--- config.mk ---
export PLATFORM = sky130hd
export DESIGN_NAME = segment_lcd_serial_frame_writer_core
export DESIGN_NICKNAME = d
export VERILOG_FILES = /design/src/slcd_pkg.sv /design/src/slcd_ctl.sv /design/src/slcd_dp.sv /design/src/segment_lcd_serial_frame_writer_core.sv
export VERILOG_INCLUDE_DIRS = /design/src /design/src/src
export SDC_FILE = /design/constraint.sdc
export NUM_CORES = 1
export LEC_CHECK = 0
export BUFFER_PORTS_ARGS = -buffer_cell sky130_fd_sc_hd__clkbuf_2
export CAP_MARGIN = 20
export CORE_MARGIN = 2
export CORE_UTILIZATION = 43
export CTS_CLUSTER_DIAMETER = 50
export DETAILED_ROUTE_END_ITERATION = 8
export SYNTH_ARGS = -nofsm -noshare
export SYNTH_HDL_FRONTEND = slang
export SYNTH_SLANG_ARGS = --single-unit
--- constraint.sdc ---
create_clock -name i_clk -period 4 [get_ports i_clk]
set_input_delay 0.8 -clock i_clk [delete_from_list [all_inputs] [get_ports i_clk]]
set_output_delay 0.8 -clock i_clk [all_outputs]
set_load 0.01 [all_outputs]
--- src/segment_lcd_serial_frame_writer_core_assert.svh ---
// ---------------------------------------------------------------------------
// Assertion macros for the segment LCD serial frame writer
// Clocked implication checks that are disabled while reset is held.
// ---------------------------------------------------------------------------
`ifndef SEGMENT_LCD_SERIAL_FRAME_WRITER_CORE_ASSERT_SVH
`define SEGMENT_LCD_SERIAL_FRAME_WRITER_CORE_ASSERT_SVH

// Same-cycle implication.
`define SLCD_ASSERT_IMP(lbl, clk, rst_n, ante, cons, msg) \
    lbl: assert property (@(posedge clk) disable iff (!(rst_n)) (ante) |-> (cons)) \
        else $error(msg);

// Next-cycle implication.
`define SLCD_ASSERT_NXT(lbl, clk, rst_n, ante, cons, msg) \
    lbl: assert property (@(posedge clk) disable iff (!(rst_n)) (ante) |=> (cons)) \
        else $error(msg);

`endif

--- src/slcd_pkg.sv ---
// ---------------------------------------------------------------------------
// slcd_pkg
// Shared types, codes and frame builders for the serial frame writer.
// ---------------------------------------------------------------------------
package slcd_pkg;

    localparam int SHADOW_DEPTH = 16;
    localparam int SHADOW_AW    = (SHADOW_DEPTH > 1) ? $clog2(SHADOW_DEPTH) : 1;

    localparam int FRAME_W = 13;
    localparam int CNT_W   = 4;

    localparam logic [CNT_W-1:0] LEN_CMD = CNT_W'(12);
    localparam logic [CNT_W-1:0] LEN_WR  = CNT_W'(13);

    localparam logic [2:0] HEAD_CMD = 3'b100;
    localparam logic [2:0] HEAD_WR  = 3'b101;

    localparam logic [1:0] FUNC_CMD   = 2'd0;
    localparam logic [1:0] FUNC_WRITE = 2'd1;
    localparam logic [1:0] FUNC_CACHE = 2'd2;

    typedef enum logic {
        ST_IDLE,
        ST_SEND
    } t_state;

    typedef struct packed {
        logic load;
        logic step;
    } t_cmd;

    typedef struct packed {
        logic has_frame;
        logic last_bit;
        logic out_free;
    } t_sts;

    // Command frame, left aligned: head, command MSB first, trailing zero, pad.
    function automatic logic [FRAME_W-1:0] f_cmd_frame(input logic [7:0] code);
        f_cmd_frame = {HEAD_CMD, code, 1'b0, 1'b0};
    endfunction

    // Write frame: head, address MSB first, nibble LSB first.
    function automatic logic [FRAME_W-1:0] f_wr_frame(input logic [5:0] addr,
                                                       input logic [3:0] nib);
        f_wr_frame = {HEAD_WR, addr, nib[0], nib[1], nib[2], nib[3]};
    endfunction

endpackage

--- src/slcd_ctl.sv ---
// ---------------------------------------------------------------------------
// slcd_ctl
// Controller: accepts a request word and sequences the bit stream.
// ---------------------------------------------------------------------------
module slcd_ctl (
    input  logic          i_clk,
    input  logic          i_rst_n,
    input  logic          i_valid,
    output logic          o_ready,
    input  slcd_pkg::t_sts i_sts,
    output slcd_pkg::t_cmd o_cmd
);

    slcd_pkg::t_state r_state;
    slcd_pkg::t_state n_state;

    always_ff @(posedge i_clk) begin
        if (!i_rst_n) begin
            r_state <= slcd_pkg::ST_IDLE;
        end else begin
            r_state <= n_state;
        end
    end

    always_comb begin
        n_state    = r_state;
        o_ready    = 1'b0;
        o_cmd.load = 1'b0;
        o_cmd.step = 1'b0;
        unique case (r_state)
            slcd_pkg::ST_IDLE: begin
                o_ready    = 1'b1;
                o_cmd.load = i_valid;
                if (i_valid && i_sts.has_frame) begin
                    n_state = slcd_pkg::ST_SEND;
                end
            end
            slcd_pkg::ST_SEND: begin
                o_cmd.step = i_sts.out_free;
                if (i_sts.out_free && i_sts.last_bit) begin
                    n_state = slcd_pkg::ST_IDLE;
                end
            end
            default: n_state = slcd_pkg::ST_IDLE;
        endcase
    end

endmodule

--- src/slcd_dp.sv ---
// ---------------------------------------------------------------------------
// slcd_dp
// Datapath: shadow bytes, frame shift registers and the output register.
// ---------------------------------------------------------------------------
module slcd_dp (
    input  logic          i_clk,
    input  logic          i_rst_n,
    input  slcd_pkg::t_cmd i_cmd,
    output slcd_pkg::t_sts o_sts,
    input  logic [1:0]    i_func,
    input  logic [7:0]    i_command_code,
    input  logic [5:0]    i_nibble_address,
    input  logic [3:0]    i_nibble_value,
    input  logic [3:0]    i_byte_index,
    input  logic [7:0]    i_byte_value,
    input  logic          i_out_ready,
    output logic          o_out_valid,
    output logic          o_serial_bit,
    output logic          o_frame_end,
    output logic          o_last
);

    logic [7:0]                     r_shadow [slcd_pkg::SHADOW_DEPTH];
    logic [slcd_pkg::FRAME_W-1:0]   r_frame;
    logic [slcd_pkg::FRAME_W-1:0]   r_frame_b;
    logic [slcd_pkg::CNT_W-1:0]     r_cnt;
    logic                           r_pend;
    logic                           r_ovalid;
    logic                           r_obit;
    logic                           r_ofend;
    logic                           r_olast;

    logic [slcd_pkg::FRAME_W-1:0]   n_frame;
    logic [slcd_pkg::FRAME_W-1:0]   n_frame_b;
    logic [slcd_pkg::CNT_W-1:0]     n_cnt;
    logic                           n_pend;
    logic                           has_frame;
    logic                           in_range;
    logic                           lo_chg;
    logic                           hi_chg;
    logic                           shadow_we;
    logic [slcd_pkg::SHADOW_AW-1:0] idx;
    logic [7:0]                     old_byte;
    logic [5:0]                     lo_addr;
    logic [5:0]                     hi_addr;

    assign idx      = i_byte_index[slcd_pkg::SHADOW_AW-1:0];
    assign in_range = 32'(i_byte_index) < 32'(slcd_pkg::SHADOW_DEPTH);
    assign old_byte = r_shadow[idx];
    assign lo_chg   = in_range && (i_byte_value[3:0] != old_byte[3:0]);
    assign hi_chg   = in_range && (i_byte_value[7:4] != old_byte[7:4]);
    assign lo_addr  = {1'b0, i_byte_index, 1'b0};
    assign hi_addr  = {1'b0, i_byte_index, 1'b1};

    // Decode the request into zero, one or two frames.
    always_comb begin
        has_frame = 1'b0;
        n_frame   = '0;
        n_frame_b = slcd_pkg::f_wr_frame(hi_addr, i_byte_value[7:4]);
        n_cnt     = slcd_pkg::LEN_WR;
        n_pend    = 1'b0;
        shadow_we = 1'b0;
        unique case (i_func)
            slcd_pkg::FUNC_CMD: begin
                has_frame = 1'b1;
                n_frame   = slcd_pkg::f_cmd_frame(i_command_code);
                n_cnt     = slcd_pkg::LEN_CMD;
            end
            slcd_pkg::FUNC_WRITE: begin
                has_frame = 1'b1;
                n_frame   = slcd_pkg::f_wr_frame(i_nibble_address, i_nibble_value);
            end
            slcd_pkg::FUNC_CACHE: begin
                has_frame = lo_chg || hi_chg;
                n_pend    = lo_chg && hi_chg;
                shadow_we = in_range;
                n_frame   = lo_chg ? slcd_pkg::f_wr_frame(lo_addr, i_byte_value[3:0])
                                   : n_frame_b;
            end
            default: has_frame = 1'b0;
        endcase
    end

    assign o_sts.has_frame = has_frame;
    assign o_sts.last_bit  = (r_cnt == slcd_pkg::CNT_W'(1)) && !r_pend;
    assign o_sts.out_free  = !r_ovalid || i_out_ready;

    always_ff @(posedge i_clk) begin
        if (!i_rst_n) begin
            for (int i = 0; i < slcd_pkg::SHADOW_DEPTH; i++) begin
                r_shadow[i] <= '0;
            end
        end else if (i_cmd.load && shadow_we) begin
            r_shadow[idx] <= i_byte_value;
        end
    end

    always_ff @(posedge i_clk) begin
        if (!i_rst_n) begin
            r_pend   <= 1'b0;
            r_cnt    <= '0;
            r_ovalid <= 1'b0;
        end else begin
            if (i_cmd.load) begin
                r_pend <= n_pend;
                r_cnt  <= n_cnt;
            end else if (i_cmd.step) begin
                if (r_cnt == slcd_pkg::CNT_W'(1)) begin
                    r_pend <= 1'b0;
                    r_cnt  <= slcd_pkg::LEN_WR;
                end else begin
                    r_cnt <= r_cnt - slcd_pkg::CNT_W'(1);
                end
            end
            if (i_cmd.step) begin
                r_ovalid <= 1'b1;
            end else if (i_out_ready) begin
                r_ovalid <= 1'b0;
            end
        end
    end

    always_ff @(posedge i_clk) begin
        if (i_cmd.load) begin
            r_frame   <= n_frame;
            r_frame_b <= n_frame_b;
        end else if (i_cmd.step) begin
            if (r_cnt == slcd_pkg::CNT_W'(1)) begin
                r_frame <= r_frame_b;
            end else begin
                r_frame <= {r_frame[slcd_pkg::FRAME_W-2:0], 1'b0};
            end
        end
        if (i_cmd.step) begin
            r_obit  <= r_frame[slcd_pkg::FRAME_W-1];
            r_ofend <= r_cnt == slcd_pkg::CNT_W'(1);
            r_olast <= (r_cnt == slcd_pkg::CNT_W'(1)) && !r_pend;
        end
    end

    assign o_out_valid  = r_ovalid;
    assign o_serial_bit = r_obit;
    assign o_frame_end  = r_ofend;
    assign o_last       = r_olast;

endmodule

--- src/segment_lcd_serial_frame_writer_core.sv ---
// ---------------------------------------------------------------------------
// segment_lcd_serial_frame_writer_core
// Turns display requests into the serial bit stream of a three-wire LCD link.
// ---------------------------------------------------------------------------
// The input channel (i_valid / o_ready) takes one request word: a command
// frame, a raw nibble write or a cached byte update. The output channel
// (o_valid / i_ready) hands out one word per serial data bit, with
// o_frame_end on the final bit of each frame and o_last on the final bit
// caused by the request.
// A command frame is 12 bits and a write frame 13 bits; a cached update
// sends up to two write frames, so one request yields 0 to 26 words.
// The first bit reaches the output register from the frame shift register
// after acceptance, and one bit follows per cycle while the receiver takes
// them; the single shift register that walks each frame hands every bit
// to the output register. A request that yields no words (unused function
// code, out-of-range index or unchanged byte) leaves the controller idle.
// A new request is taken as soon as the previous one has moved its final
// bit into the output register, even while that bit waits to be taken.
// When the receiver stalls, the output register holds its word and the
// shift register waits. Reset clears the shadow bytes to zero, empties the
// output register and returns the controller to idle.
// ---------------------------------------------------------------------------
`include "segment_lcd_serial_frame_writer_core_assert.svh"

module segment_lcd_serial_frame_writer_core (
    input  logic       i_clk,
    input  logic       i_rst_n,
    input  logic       i_valid,
    output logic       o_ready,
    input  logic [1:0] i_func,
    input  logic [7:0] i_command_code,
    input  logic [5:0] i_nibble_address,
    input  logic [3:0] i_nibble_value,
    input  logic [3:0] i_byte_index,
    input  logic [7:0] i_byte_value,
    output logic       o_valid,
    input  logic       i_ready,
    output logic       o_serial_bit,
    output logic       o_frame_end,
    output logic       o_last
);

    // Command and status between the controller and the datapath.
    slcd_pkg::t_cmd cmd;
    slcd_pkg::t_sts sts;

    slcd_ctl u_ctl (
        .i_clk   (i_clk),
        .i_rst_n (i_rst_n),
        .i_valid (i_valid),
        .o_ready (o_ready),
        .i_sts   (sts),
        .o_cmd   (cmd)
    );

    slcd_dp u_dp (
        .i_clk            (i_clk),
        .i_rst_n          (i_rst_n),
        .i_cmd            (cmd),
        .o_sts            (sts),
        .i_func           (i_func),
        .i_command_code   (i_command_code),
        .i_nibble_address (i_nibble_address),
        .i_nibble_value   (i_nibble_value),
        .i_byte_index     (i_byte_index),
        .i_byte_value     (i_byte_value),
        .i_out_ready      (i_ready),
        .o_out_valid      (o_valid),
        .o_serial_bit     (o_serial_bit),
        .o_frame_end      (o_frame_end),
        .o_last           (o_last)
    );

    // The final word of a request always closes a frame.
    `SLCD_ASSERT_IMP(a_last_ends_frame, i_clk, i_rst_n, o_valid && o_last, o_frame_end, "last word without frame end")

    // A command request always produces bits, so the block must be busy next.
    `SLCD_ASSERT_NXT(a_cmd_busy, i_clk, i_rst_n, i_valid && o_ready && (i_func == slcd_pkg::FUNC_CMD), !o_ready, "idle after command request")

    // The end of a first frame with a second still to come keeps the block busy.
    `SLCD_ASSERT_IMP(a_pend_busy, i_clk, i_rst_n, o_valid && o_frame_end && !o_last, !o_ready, "request taken with frame pending")

endmodule

-- Word level (Yosys, flattened, before mapping)
Memories as Yosys holds them, arrays and structs flattened.
Index checks and enable logic that the tools add are counted.
Widths: inputs -> output; s select.
- bits in registers: 31
- bits in writable memories: 128
- input port bits: 36
- output and inout port bits: 5
- word-level logic and storage cells: 63
- memories kept: 1
- add/subtract/negate cells: 1
- equal/unequal tests: 5
- multiplexer cells: 30
- bitwise operators: 1
- reductions and logical operators: 16
- memory list (name ; depth ; width ; read ports ; clocked after Yosys merged registers in ; wr ports ; line ; text):
    u_dp.r_shadow ; 16 ; 8 ; 1 ; 0 ; 16 ; slcd_dp.sv:23 ; logic [7:0] r_shadow [slcd_pkg::SHADOW_DEPTH];
- operators with widths (kind ; count):
    $mux 13 ; 3
    $pmux 13 s3 ; 1
    $mux 1 ; 18
    $mux 4 ; 4
    $mux 8 ; 1
    $ne 4x4->1 ; 2
    $reduce_or 8->1 ; 1
    $reduce_bool 2->1 ; 3
    $logic_and 1x1->1 ; 5
    $mux 5 ; 1
    $eq 4x1->1 const B ; 1
    $pmux 1 s2 ; 2
    $sub 4x1->4 const B ; 1
    $eq 2x1->1 const B ; 1
    $eq 2x2->1 const B ; 1
    $logic_not 1->1 ; 2
    $logic_not 2->1 ; 1
    $logic_or 1x1->1 ; 2
    $reduce_and 2->1 ; 1
    $reduce_or 2->1 ; 1
    $not 1->1 ; 1

-- Longest topological paths before layout
- depth after elaboration: 8
- mapped depth: 9
- mapped depth without buffers: 8

-- Cells and area by module
A second synthesis with hierarchy kept.
- cell total of the unflattened synthesis: 559
- area, all modules: 7722.4 µm²
- by module, submodules not included (module ; instances ; cells an instance ; area each (µm²) ; seq. area each (µm²)):
    slcd_dp ; 1 ; 552 ; 7664.9 ; 4684.5
    slcd_ctl ; 1 ; 7 ; 57.6 ; 20.0

-- Least setup slack after synthesis
OpenSTA, ideal clock, no wires.
- path kind: input-to-reg
- from: input port i_byte_index[0]
- to: register u_dp.r_frame[1] (netlist name), data pin
- setup time: 260 ps
- arrival time: 2720 ps
- setup slack: 1020 ps
- cell stages on the path: 9
- path buffers: 2
- cells stage by stage: buf_2 > buf_6 > mux4_2 > mux4_2 > xor2_1 > nor2_2 > o21ai_2 > mux2i_1 > o21ai_1
- cells in the longest elaborated chain, start to end: 5
- RTL lines (element ; line ; text):
    start: declaration ; segment_lcd_serial_frame_writer_core.sv:34 ; input logic [3:0] i_byte_index,
    $mem_v2 16x8 ; - ;
    $ne 4x4->1 ; slcd_dp.sv:50 ; assign lo_chg = in_range && (i_byte_value[3:0] != old_byte[3:0]);
    $mux 5 ; slcd_dp.sv:77 ; n_frame = lo_chg ? slcd_pkg::f_wr_frame(lo_addr, i_byte_value[3:0])
    $pmux 13 s3 ; slcd_dp.sv:63 ; unique case (i_func)
    $mux 13 ; slcd_dp.sv:124 ; if (i_cmd.load) begin
    end signal: assignment ; slcd_dp.sv:125 ; r_frame <= n_frame;
    end signal: assignment ; slcd_dp.sv:129 ; r_frame <= r_frame_b;
    end signal: assignment ; slcd_dp.sv:131 ; r_frame <= {r_frame[slcd_pkg::FRAME_W-2:0], 1'b0};
    end: declaration ; slcd_dp.sv:24 ; logic [slcd_pkg::FRAME_W-1:0] r_frame;
Every way passes these cells.
A chain may end at the register's enable or synchronous reset.

-- Worst setup path in the final report
Same ends and word-level chain as after synthesis.

==> impl_metrics.env <==
export IMPL_synth_async_sr_flop_share_pct=0
export IMPL_postCtsSetupRepairBufs=0
export IMPL_tritoncts_clock_tree="built"
export IMPL_critical_path_max_stage_delay_ns=0.55
export IMPL_core_rowCount=48
export IMPL_hold_buffer_count_at_cts=0
export IMPL_finalSetupViolCount=0
export IMPL_critPathMaxFanout=41
export IMPL_port_buffers=40
export IMPL_clock_sinks=159
export IMPL_number_of_antenna_violations_at_the_first_check_in_global_routing=0
export IMPL_synth_top_area_share_pct=59.9
export IMPL_ratio_of_routed_vias_to_standard_cells=5.52
export IMPL_routed_wirelength_um=17300
export IMPL_clock_tree_buffer_depth=2
export IMPL_grt_remaining_overflow=0
export IMPL_maximum_clock_rate_mhz=351
export IMPL_dpl_hpwl_um=11500
export IMPL_internal_power_mw=3.16
export IMPL_cts_htree_levels=4
export IMPL_numCtsBuffers=17
export IMPL_maxUsedRoutingLayer="met4"
export IMPL_switching_share_pct=21.9
export IMPL_synth_top_cells_by_count="sky130_fd_sc_hd__edfxtp_1, sky130_fd_sc_hd__and2_1, sky130_fd_sc_hd__mux4_2, sky130_fd_sc_hd__mux2i_1, sky130_fd_sc_hd__clkbuf_1"
export IMPL_synth_enable_flop_cells=152
export IMPL_setup_worst_path_start="i_byte_index[0]"
export IMPL_power_frac_seq_pct=48.1
export IMPL_synth_area_leaders="sky130_fd_sc_hd__edfxtp_1, sky130_fd_sc_hd__and2_1, sky130_fd_sc_hd__mux4_2"
export IMPL_cp_cell_sequence="clkbuf_2 > buf_12 > mux4_2 > mux4_2 > xor2_1 > nor2_2 > o21ai_2 > mux2i_1 > o21ai_1"
export IMPL_yosys_cell_count_top_type="sky130_fd_sc_hd__edfxtp_1"
export IMPL_synth_largest_area_cell="sky130_fd_sc_hd__edfxtp_1"
export IMPL_synth_area_per_inst_um2=14.1
export IMPL_clock_tree_root_cell="sky130_fd_sc_hd__clkbuf_16"
export IMPL_cp_arrival_ns=3.02
export IMPL_final_layout_size_suffix_gt1_share_pct=20.9
export IMPL_die_w_um=137
export IMPL_drtPass1Iterations=5
export IMPL_holdCritPathClass="flip-flop to flip-flop"
export IMPL_timing_max_transition_violations_final=0
export IMPL_timing_critical_path_required_ns=4.17
export IMPL_final_design_area_no_fill_um2=8750
export IMPL_max_cap_viol_count=0
export IMPL_grt_setup_unrepaired="false"
export IMPL_via_count_of_the_first_global_routing_pass=4560
export IMPL_vias=4542
export IMPL_post_place_ws_ns=0.733
export IMPL_die_area_um2=18800
export IMPL_floorplan_io_pins=41
export IMPL_drtIter0Drc=364
export IMPL_synthCells=540
export IMPL_worstSetupPathType="input port to flip-flop"
export IMPL_crit_path_frequent_cell="sky130_fd_sc_hd__mux4_2"
export IMPL_final_hold_viol_count=0
export IMPL_synth_seq_cells=159
export IMPL_clock_network_fraction_of_total_power_pct=43.1
export IMPL_synth_top_flop_cell="sky130_fd_sc_hd__edfxtp_1"
export IMPL_route_detailed_wl_per_inst_um=21.0
export IMPL_met2_length_um=8260
export IMPL_synth_nets=583
export IMPL_setup_tns_final_ns=0
export IMPL_relSlewSlack_pct=58.7
export IMPL_syn2layout_area_growth_pct=14.9
export IMPL_start_util_pct=44.0
export IMPL_run_status="finished clean"
export IMPL_cts_repair_resize_count=0
export IMPL_reg2reg_from="u_ctl.r_state$_SDFF_PN0_"
export IMPL_maximum_number_of_pins_on_one_net_before_global_route_repair=42
export IMPL_place_area_um2=8130
export IMPL_groute_usage_overall_pct=19.7
export IMPL_timing_final_ws_setup_ns=1.15
export IMPL_wire_length_of_the_first_global_routing_pass_um=26500
export IMPL_drt_drc_violations_left=0
export IMPL_nets=628
export IMPL_critical_path_startpoint_type="input port"
export IMPL_power_switching_uw=886
export IMPL_path_clk_slew_ns=0.06
export IMPL_worst_setup_path_end_kind="flip-flop"
export IMPL_detailroute_wirelength_met3_um=810
export IMPL_worst_slew_pin_transition_ns=0.620
export IMPL_p_leak_nw=3.34
export IMPL_postRouteAntennaNets=0
export IMPL_yosysWarnings=0
export IMPL_yosysSeqAreaShare_pct=61.8
export IMPL_synth_area_um2=7620
export IMPL_final_min_period_over_clock_period_pct=71.2
export IMPL_min_period_ns=2.85
export IMPL_vdd_drop_max_v=0.000289
export IMPL_min_from="u_dp.r_frame[12]$_DFFE_PN_"
export IMPL_finalClockSkew_ns=0.00817
export IMPL_place_congestion=0.784
export IMPL_worst_skew_pair_late_latency_ns=0.43
export IMPL_diodes=0
export IMPL_drt_met1_wl_um=7820
export IMPL_number_of_different_library_cells_in_the_post_synthesis_netlist=47
export IMPL_powerDensity_nw_per_um2=462
export IMPL_slowest_stage="sky130_fd_sc_hd__mux4_2"
export IMPL_power_combinational_fraction_pct=8.8
export IMPL_coreArea_um2=17300
export IMPL_floorplan_die_height_um=137
## logic make-up after synthesis
logic type / count (synthesis) / synth area share (%)
AOI/OAI and AO/OA: 60 / 5.37
xor gates and xnor gates: 13 / 1.49
adders and majority gates: 7 / 1.15
buffers and inverters: 46 / 2.48
DFF: 159 / 61.8
muxes: 57 / 12.6
and+or+nand+nor: 198 / 15.2
## flip-flops by register name, summed over array words and instances, names as in the netlist
signal,flops
u_dp.r_pend,1
u_dp.o_serial_bit,1
u_ctl.r_state,1
u_dp.o_frame_end,1
u_dp.o_out_valid,1
u_dp.r_cnt,4
u_dp.r_frame,13
u_dp.o_last,1
u_dp.r_shadow,128
u_dp.r_frame_b,8
## final timing paths
check / end / slack, ns / depth (start not counted)
worst max-delay path: u_dp.r_frame[1]$_DFFE_PN_ / 1.15 / 9
worst min-delay path: u_dp.o_serial_bit$_DFFE_PP_ / 0.42 / 0
worst max register to register: u_dp.r_shadow[1][6]$_SDFFCE_PN0P_ / 1.42 / 9
worst min register to register: u_dp.o_serial_bit$_DFFE_PP_ / 0.42 / 0
## power groups by stage
stage / Sequential, mW / Combinational, mW / Clock (mW)
2_1_floorplan: 1.97 / 0.240 / 0
3_3_place_gp: 1.98 / 0.349 / 0
3_5_place_dp: 1.98 / 0.356 / 0
4_1_cts: 1.95 / 0.358 / 1.76
5_1_grt: 1.95 / 0.387 / 1.81
6_report: 1.95 / 0.354 / 1.74
## layout by cell type (no fill, tap or decap), types with 4 or more instances in the layout
cell and n:
sky130_fd_sc_hd__a222oi_1 4, sky130_fd_sc_hd__a22oi_1 4, sky130_fd_sc_hd__and2_1 130, sky130_fd_sc_hd__buf_4 21
sky130_fd_sc_hd__bufinv_16 5, sky130_fd_sc_hd__clkbuf_16 17, sky130_fd_sc_hd__clkbuf_2 40, sky130_fd_sc_hd__dfxtp_1 7
sky130_fd_sc_hd__edfxtp_1 152, sky130_fd_sc_hd__ha_1 7, sky130_fd_sc_hd__inv_1 10, sky130_fd_sc_hd__mux2i_1 26
sky130_fd_sc_hd__mux4_2 31, sky130_fd_sc_hd__nand2_1 11, sky130_fd_sc_hd__nand2b_1 9, sky130_fd_sc_hd__nand3_1 9
sky130_fd_sc_hd__nor2_1 18, sky130_fd_sc_hd__nor2b_1 4, sky130_fd_sc_hd__nor3_1 5, sky130_fd_sc_hd__o21ai_0 19
sky130_fd_sc_hd__o21ai_1 4, sky130_fd_sc_hd__o22ai_1 5, sky130_fd_sc_hd__xor2_1 10
## critical path, delay by kind of cell
kind,cells,cell delay [ns]
simple gates,1,0.17
compound gates,2,0.23
mux,3,1.24
xor+xnor,1,0.16
buf+inv,2,0.41
## final cells by class
class	count	area, um2
Multi-Input combinational cell	335	2730
Fill cell	1464	8540
Tap cell	225	282
Timing Repair Buffer	62	378
Clock buffer	20	437
Clock inverter	12	191
Sequential cell	159	4700
Inverter	10	37.5
## layer usage
metal  GRT usage [%]  vias up
li1                -     2093
met1            26.4     2293
met2            31.3      131
met3            4.33       25
met4            7.56        0
met5               0        -
## stage by stage
step | hold slack [ns] | util (%) | power, mW | instances
2_1_floorplan | 0.400 | - | 2.21 | 540
3_3_place_gp | 0.417 | 47.0 | 2.33 | 791
3_5_place_dp | 0.407 | 47.0 | 2.34 | 791
4_1_cts | 0.422 | 50.6 | 4.06 | 823
5_1_grt | 0.443 | 50.6 | 4.15 | 823
6_report | 0.419 | 50.6 | 4.04 | 823
Power figures use the tool's default switching activity.
